**config.mk**
```make
export PLATFORM = sky130hd
export DESIGN_NAME = typed_length_packet_deframer_top
export DESIGN_NICKNAME = d
export VERILOG_FILES = /design/src/hdl/tlpd_pkg.sv /design/src/hdl/typed_length_packet_deframer_top.sv
export SDC_FILE = /design/constraint.sdc
export NUM_CORES = 1
export LEC_CHECK = 0
export BUFFER_PORTS_ARGS = -buffer_cell sky130_fd_sc_hd__clkbuf_2
export CAP_MARGIN = 10
export CORE_MARGIN = 3
export CORE_UTILIZATION = 30
export CTS_BUF_LIST = sky130_fd_sc_hd__clkbuf_16
export DETAILED_ROUTE_END_ITERATION = 16
export GPL_TIMING_DRIVEN = 0
export SETUP_SLACK_MARGIN = 0.3
export SYNTH_ARGS = -nofsm -noshare
export SYNTH_HDL_FRONTEND = slang
export SYNTH_SLANG_ARGS = --single-unit
```
**constraint.sdc**
```tcl
create_clock -name aclk -period 9.07 [get_ports aclk]
set_input_delay 0.4535 -clock aclk [delete_from_list [all_inputs] [get_ports aclk]]
set_output_delay 0.4535 -clock aclk [all_outputs]
set_load 0.005 [all_outputs]
```
**src/hdl/tlpd_pkg.sv**
```systemverilog
// shared types and constants for the typed length packet deframer
package tlpd_pkg;

    // header type bytes used in typed framing
    localparam logic [7:0] TYPE_C1 = 8'hC1;
    localparam logic [7:0] TYPE_C2 = 8'hC2;

    // header lengths in bytes
    localparam logic [15:0] HDR_LEN_SHORT = 16'd3;
    localparam logic [15:0] HDR_LEN_LONG  = 16'd4;

    // framing mode register values
    localparam logic MODE_TYPED = 1'b0;
    localparam logic MODE_PLAIN = 1'b1;

    typedef enum logic {
        PH_HUNT   = 1'b0,
        PH_IN_PKT = 1'b1
    } phase_t;

    typedef enum logic [1:0] {
        KIND_NONE  = 2'd0,
        KIND_C1    = 2'd1,
        KIND_C2    = 2'd2,
        KIND_PLAIN = 2'd3
    } kind_t;

    typedef enum logic [1:0] {
        ERR_NONE = 2'd0,
        ERR_TYPE = 2'd1,
        ERR_SIZE = 2'd2
    } frame_err_t;

endpackage

```
**src/hdl/typed_length_packet_deframer_top.sv**
```systemverilog
// typed length packet deframer: header parsing, packet tracking and result register
//
// usage
//   s_valid/s_ready/s_in_byte carries the byte stream, one byte per transfer
//   m_valid/m_ready carries one result per input byte: the byte itself, packet
//   membership, offset in the packet, first/last flags, the command byte once
//   it has been seen, and an error code
//   cfg_wr_en/cfg_wr_data write framing_mode (0 typed C1/C2, 1 plain); write
//   it only while no transfer is in flight; it is sampled when hunting
// data path and throughput
//   a byte lands in the input register; when the result register is empty or
//   being taken, the header logic updates the packet state and fills the
//   result register from it
//   one byte per cycle sustained while m_ready stays high; the header/size state
//   is computed combinationally, so back-to-back bytes never wait on each other
// reset
//   aresetn (synchronous, active low) empties both registers, returns to
//   hunting and sets typed framing
// stall
//   while m_ready is low the result register holds; the input register still
//   takes one more byte, then s_ready drops until the result is taken
module typed_length_packet_deframer_top (
    input  logic        aclk,
    input  logic        aresetn,

    input  logic        cfg_wr_en,
    input  logic        cfg_wr_data,

    input  logic        s_valid,
    output logic        s_ready,
    input  logic [7:0]  s_in_byte,

    output logic        m_valid,
    input  logic        m_ready,
    output logic [7:0]  m_out_byte,
    output logic        m_in_packet,
    output logic [15:0] m_byte_offset,
    output logic        m_pkt_first,
    output logic        m_pkt_last,
    output logic [7:0]  m_head_code,
    output logic        m_head_valid,
    output logic [1:0]  m_frame_error
);

    // configuration
    logic framing_mode_reg;

    // input register
    logic       in_valid_reg;
    logic [7:0] in_byte_reg;

    // packet state
    tlpd_pkg::phase_t phase_reg, phase_next;
    tlpd_pkg::kind_t  kind_reg, kind_next;
    logic [15:0]      size_reg, size_next;
    logic [15:0]      offset_reg, offset_next;
    logic [7:0]       cmd_reg, cmd_next;
    logic             seen_reg, seen_next;

    // result register
    logic                 out_valid_reg;
    logic [7:0]           out_byte_reg;
    logic                 out_in_packet_reg, out_in_packet_next;
    logic [15:0]          out_offset_reg;
    logic                 out_first_reg, out_first_next;
    logic                 out_last_reg;
    logic [7:0]           out_code_reg, out_code_next;
    logic                 out_head_valid_reg;
    tlpd_pkg::frame_err_t out_err_reg, out_err_next;

    // per-byte working values
    logic                 advance;
    logic                 hunting;
    logic                 bad_type;
    tlpd_pkg::kind_t      kind_cur;
    logic [15:0]          ofs;
    logic [15:0]          size_cur;
    logic [7:0]           cmd_cur;
    logic                 seen_cur;
    logic                 size_done;
    logic [15:0]          hdr_len;
    logic                 size_known;
    logic                 size_bad;
    logic                 last_byte;
    logic                 pkt_end;

    // the input register moves on when the result register is empty or being taken
    assign advance = in_valid_reg && (!out_valid_reg || m_ready);
    assign s_ready = !in_valid_reg || advance;

    always_ff @(posedge aclk) begin
        if (!aresetn) begin
            framing_mode_reg <= tlpd_pkg::MODE_TYPED;
        end else if (cfg_wr_en) begin
            framing_mode_reg <= cfg_wr_data;
        end
    end

    always_ff @(posedge aclk) begin
        if (!aresetn) begin
            in_valid_reg <= 1'b0;
        end else if (s_ready) begin
            in_valid_reg <= s_valid;
        end
    end

    always_ff @(posedge aclk) begin
        if (s_valid && s_ready) begin
            in_byte_reg <= s_in_byte;
        end
    end

    // header parsing and packet tracking
    always_comb begin
        hunting  = (phase_reg == tlpd_pkg::PH_HUNT);
        bad_type = 1'b0;
        kind_cur = kind_reg;
        if (hunting) begin
            if (framing_mode_reg == tlpd_pkg::MODE_PLAIN) begin
                kind_cur = tlpd_pkg::KIND_PLAIN;
            end else if (in_byte_reg == tlpd_pkg::TYPE_C1) begin
                kind_cur = tlpd_pkg::KIND_C1;
            end else if (in_byte_reg == tlpd_pkg::TYPE_C2) begin
                kind_cur = tlpd_pkg::KIND_C2;
            end else begin
                kind_cur = tlpd_pkg::KIND_NONE;
                bad_type = 1'b1;
            end
        end

        // a new packet starts from cleared fields
        ofs      = hunting ? 16'd0 : offset_reg;
        size_cur = hunting ? 16'd0 : size_reg;
        cmd_cur  = hunting ? 8'd0 : cmd_reg;
        seen_cur = hunting ? 1'b0 : seen_reg;

        size_done = 1'b0;
        hdr_len   = tlpd_pkg::HDR_LEN_SHORT;
        unique case (kind_cur)
            tlpd_pkg::KIND_C1: begin
                if (ofs == 16'd1) begin
                    size_cur  = {8'd0, in_byte_reg};
                    size_done = 1'b1;
                end else if (ofs == 16'd2) begin
                    cmd_cur  = in_byte_reg;
                    seen_cur = 1'b1;
                end
            end
            tlpd_pkg::KIND_C2: begin
                hdr_len = tlpd_pkg::HDR_LEN_LONG;
                // big-endian size
                if (ofs == 16'd1) begin
                    size_cur = {in_byte_reg, 8'd0};
                end else if (ofs == 16'd2) begin
                    size_cur  = {size_cur[15:8], in_byte_reg};
                    size_done = 1'b1;
                end else if (ofs == 16'd3) begin
                    cmd_cur  = in_byte_reg;
                    seen_cur = 1'b1;
                end
            end
            tlpd_pkg::KIND_PLAIN: begin
                // command first, then little-endian size
                if (ofs == 16'd0) begin
                    cmd_cur  = in_byte_reg;
                    seen_cur = 1'b1;
                end else if (ofs == 16'd1) begin
                    size_cur = {8'd0, in_byte_reg};
                end else if (ofs == 16'd2) begin
                    size_cur  = {in_byte_reg, size_cur[7:0]};
                    size_done = 1'b1;
                end
            end
            default: begin
            end
        endcase

        size_bad   = size_done && (size_cur < hdr_len);
        size_known = ((kind_cur == tlpd_pkg::KIND_C1) && (ofs >= 16'd1)) || (ofs >= 16'd2);
        last_byte  = !size_bad && size_known &&
                     (({1'b0, ofs} + 17'd1) == {1'b0, size_cur});
        pkt_end    = size_bad || last_byte;

        // next packet state
        if (bad_type) begin
            phase_next  = tlpd_pkg::PH_HUNT;
            kind_next   = tlpd_pkg::KIND_NONE;
            size_next   = 16'd0;
            offset_next = 16'd0;
            cmd_next    = 8'd0;
            seen_next   = 1'b0;
        end else if (pkt_end) begin
            phase_next  = tlpd_pkg::PH_HUNT;
            kind_next   = tlpd_pkg::KIND_NONE;
            size_next   = 16'd0;
            offset_next = 16'd0;
            cmd_next    = 8'd0;
            seen_next   = 1'b0;
        end else begin
            phase_next  = tlpd_pkg::PH_IN_PKT;
            kind_next   = kind_cur;
            size_next   = size_cur;
            offset_next = ofs + 16'd1;
            cmd_next    = cmd_cur;
            seen_next   = seen_cur;
        end

        // result fields
        out_in_packet_next = !bad_type;
        out_first_next     = hunting && !bad_type;
        out_code_next      = seen_cur ? cmd_cur : 8'd0;
        if (bad_type) begin
            out_err_next = tlpd_pkg::ERR_TYPE;
        end else if (size_bad) begin
            out_err_next = tlpd_pkg::ERR_SIZE;
        end else begin
            out_err_next = tlpd_pkg::ERR_NONE;
        end
    end

    always_ff @(posedge aclk) begin
        if (!aresetn) begin
            phase_reg  <= tlpd_pkg::PH_HUNT;
            kind_reg   <= tlpd_pkg::KIND_NONE;
            size_reg   <= 16'd0;
            offset_reg <= 16'd0;
            cmd_reg    <= 8'd0;
            seen_reg   <= 1'b0;
        end else if (advance) begin
            phase_reg  <= phase_next;
            kind_reg   <= kind_next;
            size_reg   <= size_next;
            offset_reg <= offset_next;
            cmd_reg    <= cmd_next;
            seen_reg   <= seen_next;
        end
    end

    always_ff @(posedge aclk) begin
        if (!aresetn) begin
            out_valid_reg <= 1'b0;
        end else if (advance) begin
            out_valid_reg <= 1'b1;
        end else if (m_ready) begin
            out_valid_reg <= 1'b0;
        end
    end

    // result payload: a bad type byte reports zeros everywhere but byte and error
    always_ff @(posedge aclk) begin
        if (advance) begin
            out_byte_reg       <= in_byte_reg;
            out_in_packet_reg  <= out_in_packet_next;
            out_offset_reg     <= bad_type ? 16'd0 : ofs;
            out_first_reg      <= out_first_next;
            out_last_reg       <= last_byte && !bad_type;
            out_code_reg       <= bad_type ? 8'd0 : out_code_next;
            out_head_valid_reg <= seen_cur && !bad_type;
            out_err_reg        <= out_err_next;
        end
    end

    assign m_valid       = out_valid_reg;
    assign m_out_byte    = out_byte_reg;
    assign m_in_packet   = out_in_packet_reg;
    assign m_byte_offset = out_offset_reg;
    assign m_pkt_first   = out_first_reg;
    assign m_pkt_last    = out_last_reg;
    assign m_head_code   = out_code_reg;
    assign m_head_valid  = out_head_valid_reg;
    assign m_frame_error = out_err_reg;

    // a byte that neither errors nor ends its packet leaves the block inside a packet
    a_stay_in_packet: assert property (@(posedge aclk) disable iff (!aresetn)
        advance && !bad_type && !pkt_end |=> phase_reg == tlpd_pkg::PH_IN_PKT)
        else $error("packet state lost after a mid-packet byte");

    // hunting always starts from a cleared packet context
    a_hunt_clean: assert property (@(posedge aclk) disable iff (!aresetn)
        phase_reg == tlpd_pkg::PH_HUNT |-> offset_reg == 16'd0 && !seen_reg)
        else $error("stale packet context while hunting");

    // a dropped type byte is never reported as packet data
    a_type_err_outside: assert property (@(posedge aclk) disable iff (!aresetn)
        m_valid && m_frame_error == tlpd_pkg::ERR_TYPE |-> !m_in_packet && !m_pkt_first)
        else $error("type error reported inside a packet");

    // a packet's first byte sits at offset zero
    a_first_at_zero: assert property (@(posedge aclk) disable iff (!aresetn)
        m_valid && m_pkt_first |-> m_byte_offset == 16'd0)
        else $error("first byte with nonzero offset");

    // a size error never coincides with a last byte and is reported inside a packet
    a_size_err_not_last: assert property (@(posedge aclk) disable iff (!aresetn)
        m_valid && m_frame_error == tlpd_pkg::ERR_SIZE |-> !m_pkt_last && m_in_packet)
        else $error("size error flagged as packet end");

endmodule
```
==> flow_summary_export.csv, run 1 <==
group,metric,value,unit
global_route,wire_length_of_the_first_global_routing_pass,26.0,mm
yosys,synthMostInstantiatedCell,"sky130_fd_sc_hd__nand2_1",
sta,rsz0062_at_grt,"no",
pwr,seqPwrFrac,0.470,
yosys,syn_std_cell_area,5020,um^2
clocking,cts.root.buffer_cell,"sky130_fd_sc_hd__clkbuf_16",
drt,topRoutingLayerUsed,"met4",
worst_setup_path,critical_path.max_fanout,10,
final_layout,layout.core_utilization,0.369,
worst_hold_path,hold-path-cell-count,1,
worst_setup_path,worstPathArrival,5670,ps
yosys,ys_ff_latch,93,
die,rows,46,
drt,met1_length,7.36,mm
sta,timing.slew.headroom,0.457,
flow_run,drv.max_cap_violation_count,0,
yosys,synth_enable_flop_cells,46,
drt,count_of_vias_placed_by_the_detailed_router,4634,
yosys,synthTopCellsByCount,"sky130_fd_sc_hd__nand2_1 (66), sky130_fd_sc_hd__dfxtp_1 (47), sky130_fd_sc_hd__edfxtp_1 (46)",
status,status,"finished clean",
drt,ant_nets,0,
clocking,cts.reportedPaths.clkPinSlew,70,ps
place,routabilityCongestion,0.971,
sta,timing.clock.skew,6.32,ps
global_route,antenna_found_initial,0,
final_layout,num-nets-final,611,
drt,met3_length,1.08,mm
sta,fin_crit,5440,ps
pwr,power.net_switching,0.232,mW
pwr,clkPwrFrac,0.448,
sta,final_max_slew_viol_count,0,
place,half_perimeter_wire_length_after_detailed_placement,12.3,mm
drt,vias_per_cell,5.68,
sta,hold_viol_final,0,
worst_setup_path,timing.setup.critical_path_class,"reg2reg",
worst_setup_path,timing.reg2reg.worst_path_depth,16,
sta,setup_total_negative_slack,0,ps
sta,layout_setup_ws,3630,ps
clocking,holdBufCountCts,0,
yosys,synth_nets,546,
clocking,cts.htree.levels,3,
yosys,synthesis.yosys.warnings,0,
die,dieArea,18300,um^2
die,chipWidth,135,um
yosys,postSynth.topFlopCell,"sky130_fd_sc_hd__dfxtp_1",
pwr,worst_ir_drop_vdd,0.0833,mV
sta,finalCritPeriodShare,0.600,
drt,first_iter_violations,473,
yosys,postSynthAreaPerCell,9.48,um^2
clocking,tritoncts_num_sinks,93,
drt,routed_wl,17.0,mm
die,fp.dieH,135,um
drt,route.met2.wl,8.05,mm
pwr,comb_power_share,0.082,
drt,drt_pass1_iterations,7,
global_route,grt_max_degree,25,
pwr,power_density,165,nW/um^2
place,buffer_ports.inserted,53,
final_layout,drive_gt1_frac,0.168,
drt,drc,0,
die,fp.coreArea,16100,um^2
global_route,grt_usage,0.187,
pwr,internal_cell_power,0.750,mW
yosys,syn_inst,530,
global_route,grt_overflow,0,
worst_setup_path,timing.critical_path.to_type,"register",
pwr,leakage,2.17,nW
global_route,grt_pass1_vias,4508,
sta,worst_pin_slew,802,ps
worst_setup_path,timing.critical_path.required,9290,ps
sta,finalSetupViolations,0,
yosys,synthArstFlopShare,0,
place,detailedPlace.worstSlack,3800,ps
yosys,synth_top_cells_by_area,"sky130_fd_sc_hd__edfxtp_1 (27%), sky130_fd_sc_hd__dfxtp_1 (19%), sky130_fd_sc_hd__nand2_1 (4.9%)",
final_layout,area_growth_syn_to_layout,18.3,%
yosys,netlist.top_cell.by_area,"sky130_fd_sc_hd__edfxtp_1",
clocking,insertion_delay,360,ps
die,starting_utilization_of_the_core_area,0.312,
clocking,cts-buffers-inserted,9,
yosys,synth_top_cell_area_share,0.275,
pwr,netSwitchingFraction,0.236,
yosys,number_of_distinct_library_cells_after_synthesis,72,
clocking,post_cts.resized_instances,0,
worst_setup_path,worstSetupStartpointType,"register",
final_layout,n_antenna_cell,0,
sta,maxClockFrequency,184,MHz
clocking,cts_setup_buffers,0,
die,num_io_pins,54,
clocking,tritoncts,"yes",
clocking,cts_buffer_depth,2,
drt,routedWlPerCell,20.8,um
yosys,synth.yosys.seq_area_share,0.462,
worst_hold_path,min-delay-path-class,"in2reg",
layout make-up:
type,count,area [um^2]
clock inverter,7,123
inverter,13,48.8
multi-input combinational,390,2500
clock buffer,9,225
fill,1657,10200
timing repair buffer,54,293
tap,216,270
sequential,93,2320
buffer,34,163
per-layer routing:
| metal | vias to the layer above | global-route usage |
|---|---|---|
| li1 | 2124 | - |
| met1 | 2275 | 0.250 |
| met2 | 202 | 0.298 |
| met3 | 33 | 0.0345 |
| met4 | 0 | 0.0756 |
| met5 | - | 0 |
metrics by stage:
stage	hold slack (ps)	power [mW]	instances	cell area (um^2)
after global placement	434	0.549	799	5560
after global routing	257	1.02	816	5940
after detailed placement	439	0.551	800	5600
after floorplan	421	0.514	530	5020
final	267	0.981	816	5940
after CTS	259	0.989	816	5940
worst paths after layout:
path	slack, ps	to	from
setup / recovery	3630	size_reg[13]$_SDFFE_PN0P_	phase_reg$_SDFFE_PN0P_
hold reg to reg	450	m_out_byte[6]$_DFFE_PP_	in_byte_reg[6]$_DFFE_PP_
hold / removal	270	in_byte_reg[3]$_DFFE_PP_	s_in_byte[3]
setup reg to reg	3630	size_reg[13]$_SDFFE_PN0P_	phase_reg$_SDFFE_PN0P_
cells by family after synthesis:
family                     after synthesis  share of synthesized area
xor gates and xnor gates                26                     0.0453
AOI/OAI and AO/OA                      157                      0.224
DFF                                     93                      0.462
buffers and inverters                   47                     0.0421
adders and majority gates                2                    0.00498
muxes                                    3                    0.00598
and+or+nand+nor                        202                      0.216
power groups by stage:
stage	combinational, mW	clock [mW]	sequential [mW]
floorplan	0.0445	0	0.470
global placement	0.0770	0	0.472
detailed placement	0.0797	0	0.471
CTS	0.0800	0.448	0.462
global route	0.0879	0.465	0.463
finish	0.0805	0.439	0.462
placed cells by master (no fill, tap or decap), drive strengths merged, types with 3 or more instances in the layout:
cell     n
xnor2   18
a31oi    7
a32oi    4
mux2i    3
a21o     3
o211ai   5
and2    21
a32o     7
xor2     8
and3     7
edfxtp  46
o31ai    3
buf     14
inv     14
nand3    8
nor2    37
nor3    11
bufinv   3
nand4    9
or4      3
o21ai   40
a311oi   6
dfxtp   47
a21oi   25
or2      4
o311ai   5
clkbuf  83
nor2b    8
a211oi   5
nand3b   4
nor4     9
nand2b   5
a22oi    9
a22o    22
nand2   67
worst max-delay path, cell delays in order (launching register included):
cell and delay (ps):
sky130_fd_sc_hd__dfxtp_1 350, sky130_fd_sc_hd__buf_2 250, sky130_fd_sc_hd__clkbuf_1 550, sky130_fd_sc_hd__clkbuf_1 580
sky130_fd_sc_hd__clkbuf_1 550, sky130_fd_sc_hd__clkbuf_1 590, sky130_fd_sc_hd__a21oi_1 150, sky130_fd_sc_hd__a21oi_1 220
sky130_fd_sc_hd__ha_1 260, sky130_fd_sc_hd__o21ai_0 140, sky130_fd_sc_hd__a31oi_1 60, sky130_fd_sc_hd__nor4_1 350
sky130_fd_sc_hd__a41o_1 270, sky130_fd_sc_hd__nor2_1 70, sky130_fd_sc_hd__nand2_1 300, sky130_fd_sc_hd__clkbuf_1 440
sky130_fd_sc_hd__o21ai_0 150
Power figures use the tool's default switching activity.
==> inputs of run 2 (changes only) <==
- ABC_AREA: unset -> 1
- clock period: 9.07 -> 5.7 ns (I/O delays scaled with it)
==> run 2 against run 1 <==
Against the previous run: wire length is 16% higher; sequential cell count did not move; power up 59%; combinational power rose to 2.8 times the previous value; largest cell class unchanged; largest power group unchanged; highest routed layer unchanged.
==> flow_summary_export.csv, run 2 <==
group,metric,value,unit
final_layout,final_cell_mix,"sky130_fd_sc_hd__nand2_1 (288), sky130_fd_sc_hd__inv_1 (95), sky130_fd_sc_hd__nor2_1 (69)",
global_route,grt_usage,0.178,
yosys,postSynth.topFlopCell,"sky130_fd_sc_hd__dfxtp_1",
clocking,holdBufCountCts,0,
final_layout,area_growth_syn_to_layout,14.6,%
global_route,grt_pass1_vias,5534,
sta,rsz0062_at_grt,"no",
final_layout,n_antenna_cell,0,
die,rows,51,
yosys,synth_fa_ha_area_frac,0.00404,
place,routabilityCongestion,0.956,
final_layout,layout.core_utilization,0.357,
place,half_perimeter_wire_length_after_detailed_placement,15.0,mm
worst_setup_path,worstSetupStartpointType,"register",
worst_setup_path,timing.setup.critical_path_class,"reg2reg",
worst_setup_path,critical_path.max_fanout,10,
clocking,cts_setup_buffers,0,
worst_setup_path,critical-path-top-delay-family,"simple AND/OR/NAND/NOR gates",
sta,worst_pin_slew,706,ps
clocking,cts_buffer_depth,2,
drt,routed_wl,19.7,mm
global_route,grt_max_degree,36,
worst_setup_path,timing.critical_path.cells,"inv_1 > nand2_1 > nor2_1 > nand2_1 > nand3_1 > nand2_1 > nand2_1 > clkbuf_1 > nand2_1 > nor2_1 > nand2_1 > nand2_1 > inv_1 > ha_1 > a211oi_1 > nand2_1 > nor2_1 > nand2_1 > nor2_2 > nor2_8 > buf_6 > nand3_2 > a21oi_1",
yosys,postSynthAreaPerCell,7.04,um^2
die,dieArea,22400,um^2
final_layout,filler_cell_count,2176,
yosys,number_of_distinct_library_cells_after_synthesis,43,
place,buffer_ports.inserted,53,
die,fp.dieH,150,um
final_layout,mostFrequentLayoutCell,"sky130_fd_sc_hd__nand2_1",
final_layout,drive_gt1_frac,0.198,
worst_setup_path,cp_common_cell,"sky130_fd_sc_hd__nand2_1",
yosys,syn_inst,880,
yosys,netlist.top_cell.by_area,"sky130_fd_sc_hd__edfxtp_1",
sta,timing.slew.headroom,0.529,
global_route,wire_length_of_the_first_global_routing_pass,30.8,mm
yosys,synthMostInstantiatedCell,"sky130_fd_sc_hd__nand2_1",
pwr,worst_ir_drop_vdd,0.110,mV
yosys,synth.yosys.seq_area_share,0.375,
yosys,synthTopCellsByCount,"sky130_fd_sc_hd__nand2_1 (288), sky130_fd_sc_hd__inv_1 (96), sky130_fd_sc_hd__nor2_1 (69)",
pwr,leakage,3.40,nW
sta,setup_total_negative_slack,0,ps
yosys,synth_top_cells_by_area,"sky130_fd_sc_hd__edfxtp_1 (22%), sky130_fd_sc_hd__nand2_1 (17%), sky130_fd_sc_hd__dfxtp_1 (15%)",
yosys,synth_top_cell_area_share,0.223,
drt,drc,0,
global_route,grt_overflow,0,
yosys,synth_compound_gate_area_share,0.0929,
yosys,synth_enable_flop_cells,46,
clocking,insertion_delay,370,ps
sta,finalSetupViolations,0,
clocking,cts.htree.levels,3,
worst_hold_path,min-delay-path-class,"in2reg",
worst_setup_path,crit_path_max_incr_delay,490,ps
sta,timing.clock.skew,13.7,ps
final_layout,layout.area.seq,2320,um^2
clocking,cts-buffers-inserted,9,
drt,first_iter_violations,610,
yosys,syn_std_cell_area,6200,um^2
yosys,ys_ff_latch,93,
worst_setup_path,path_buf_inv,4,
yosys,synth_nets,896,
sta,final_max_slew_viol_count,0,
worst_setup_path,timing.critical_path.required,5920,ps
clocking,cts.root.buffer_cell,"sky130_fd_sc_hd__clkbuf_16",
drt,ant_nets,0,
pwr,power_density,219,nW/um^2
die,starting_utilization_of_the_core_area,0.311,
pwr,total_power,1.56,mW
worst_setup_path,worstPathArrival,3910,ps
yosys,synthArstFlopShare,0,
final_layout,total_area_of_multi_input_combinational_cells,3200,um^2
drt,drt_pass1_iterations,6,
die,fp.coreArea,19900,um^2
sta,holdWs,97.5,ps
yosys,synth_top_family_by_area,"simple AND/OR/NAND/NOR gates",
die,num_io_pins,54,
drt,routedWlPerCell,16.2,um
yosys,multiplexer_share_of_the_synthesized_area,0.00161,
clocking,post_cts.resized_instances,0,
final_layout,num-nets-final,961,
yosys,synthXorXnorAreaFrac,0.00424,
status,status,"finished clean",
worst_setup_path,timing.critical_path.to_type,"register",
clocking,tritoncts_num_sinks,93,
sta,maxClockFrequency,271,MHz
clocking,cts.reportedPaths.clkPinSlew,70,ps
yosys,synthesis.yosys.warnings,0,
drt,count_of_vias_placed_by_the_detailed_router,6030,
global_route,antenna_found_initial,0,
yosys,post_synth_and_or_nand_nor_area_fraction,0.414,
clocking,tritoncts,"yes",
die,chipWidth,150,um
sta,fin_crit,3690,ps
sta,finalCritPeriodShare,0.648,
flow_run,drv.max_cap_violation_count,0,
sta,hold_viol_final,0,
drt,vias_per_cell,4.96,
worst_setup_path,cpMaxStageDelayCell,"sky130_fd_sc_hd__edfxtp_1",
-- run 2: power breakdown --
part	total (mW)	switching (mW)	internal, mW
logic	0.229	0.162	0.0668
clock network	0.596	0.290	0.306
registers	0.732	0.0102	0.722
total	1.56	0.462	1.09
-- run 2: stage by stage --
stage	cells	area [um^2]	worst slack (ps)
5_1_grt	1215	7110	1780
4_1_cts	1215	7110	2120
2_1_floorplan	880	6200	2870
6_report	1215	7110	2010
3_3_place_gp	1198	6800	2170
3_5_place_dp	1199	6820	2190
-- run 2: path summary, 6_finish.rpt --
| path | end | slack, ps | cells after the start | start |
|---|---|---|---|---|
| min | in_byte_reg[3]$_DFFE_PP_ | 100 | 1 | s_in_byte[3] |
| max | kind_reg[1]$_SDFFE_PN0P_ | 2010 | 23 | in_byte_reg[3]$_DFFE_PP_ |
| min reg2reg | offset_reg[11]$_SDFFE_PN0P_ | 470 | 2 | offset_reg[11]$_SDFFE_PN0P_ |
| max reg2reg | kind_reg[1]$_SDFFE_PN0P_ | 2010 | 23 | in_byte_reg[3]$_DFFE_PP_ |
-- run 2: logic make-up after synthesis --
family	count (synthesis)
DFF	93
adders and majority gates	2
and+or+nand+nor	529
xor gates and xnor gates	3
buffers and inverters	148
AOI/OAI and AO/OA	104
muxes	1
-- run 2: cell type report --
class                      instances  share of cell area
inverter                         111              0.0586
clock inverter                     7             0.00916
clock buffer                       9              0.0317
sequential                        93               0.327
timing repair buffer              54              0.0401
multi-input combinational        639               0.451
tap                              265              0.0467
buffer                            37              0.0363
-- run 2: routing by layer --
metal / routed length [um] / vias up / global-route usage
li1: - / 2977 / -
met1: 8670 / 2784 / 0.239
met2: 9050 / 234 / 0.286
met3: 1350 / 35 / 0.0285
met4: 640 / 0 / 0.0746
met5: 0 / - / 0
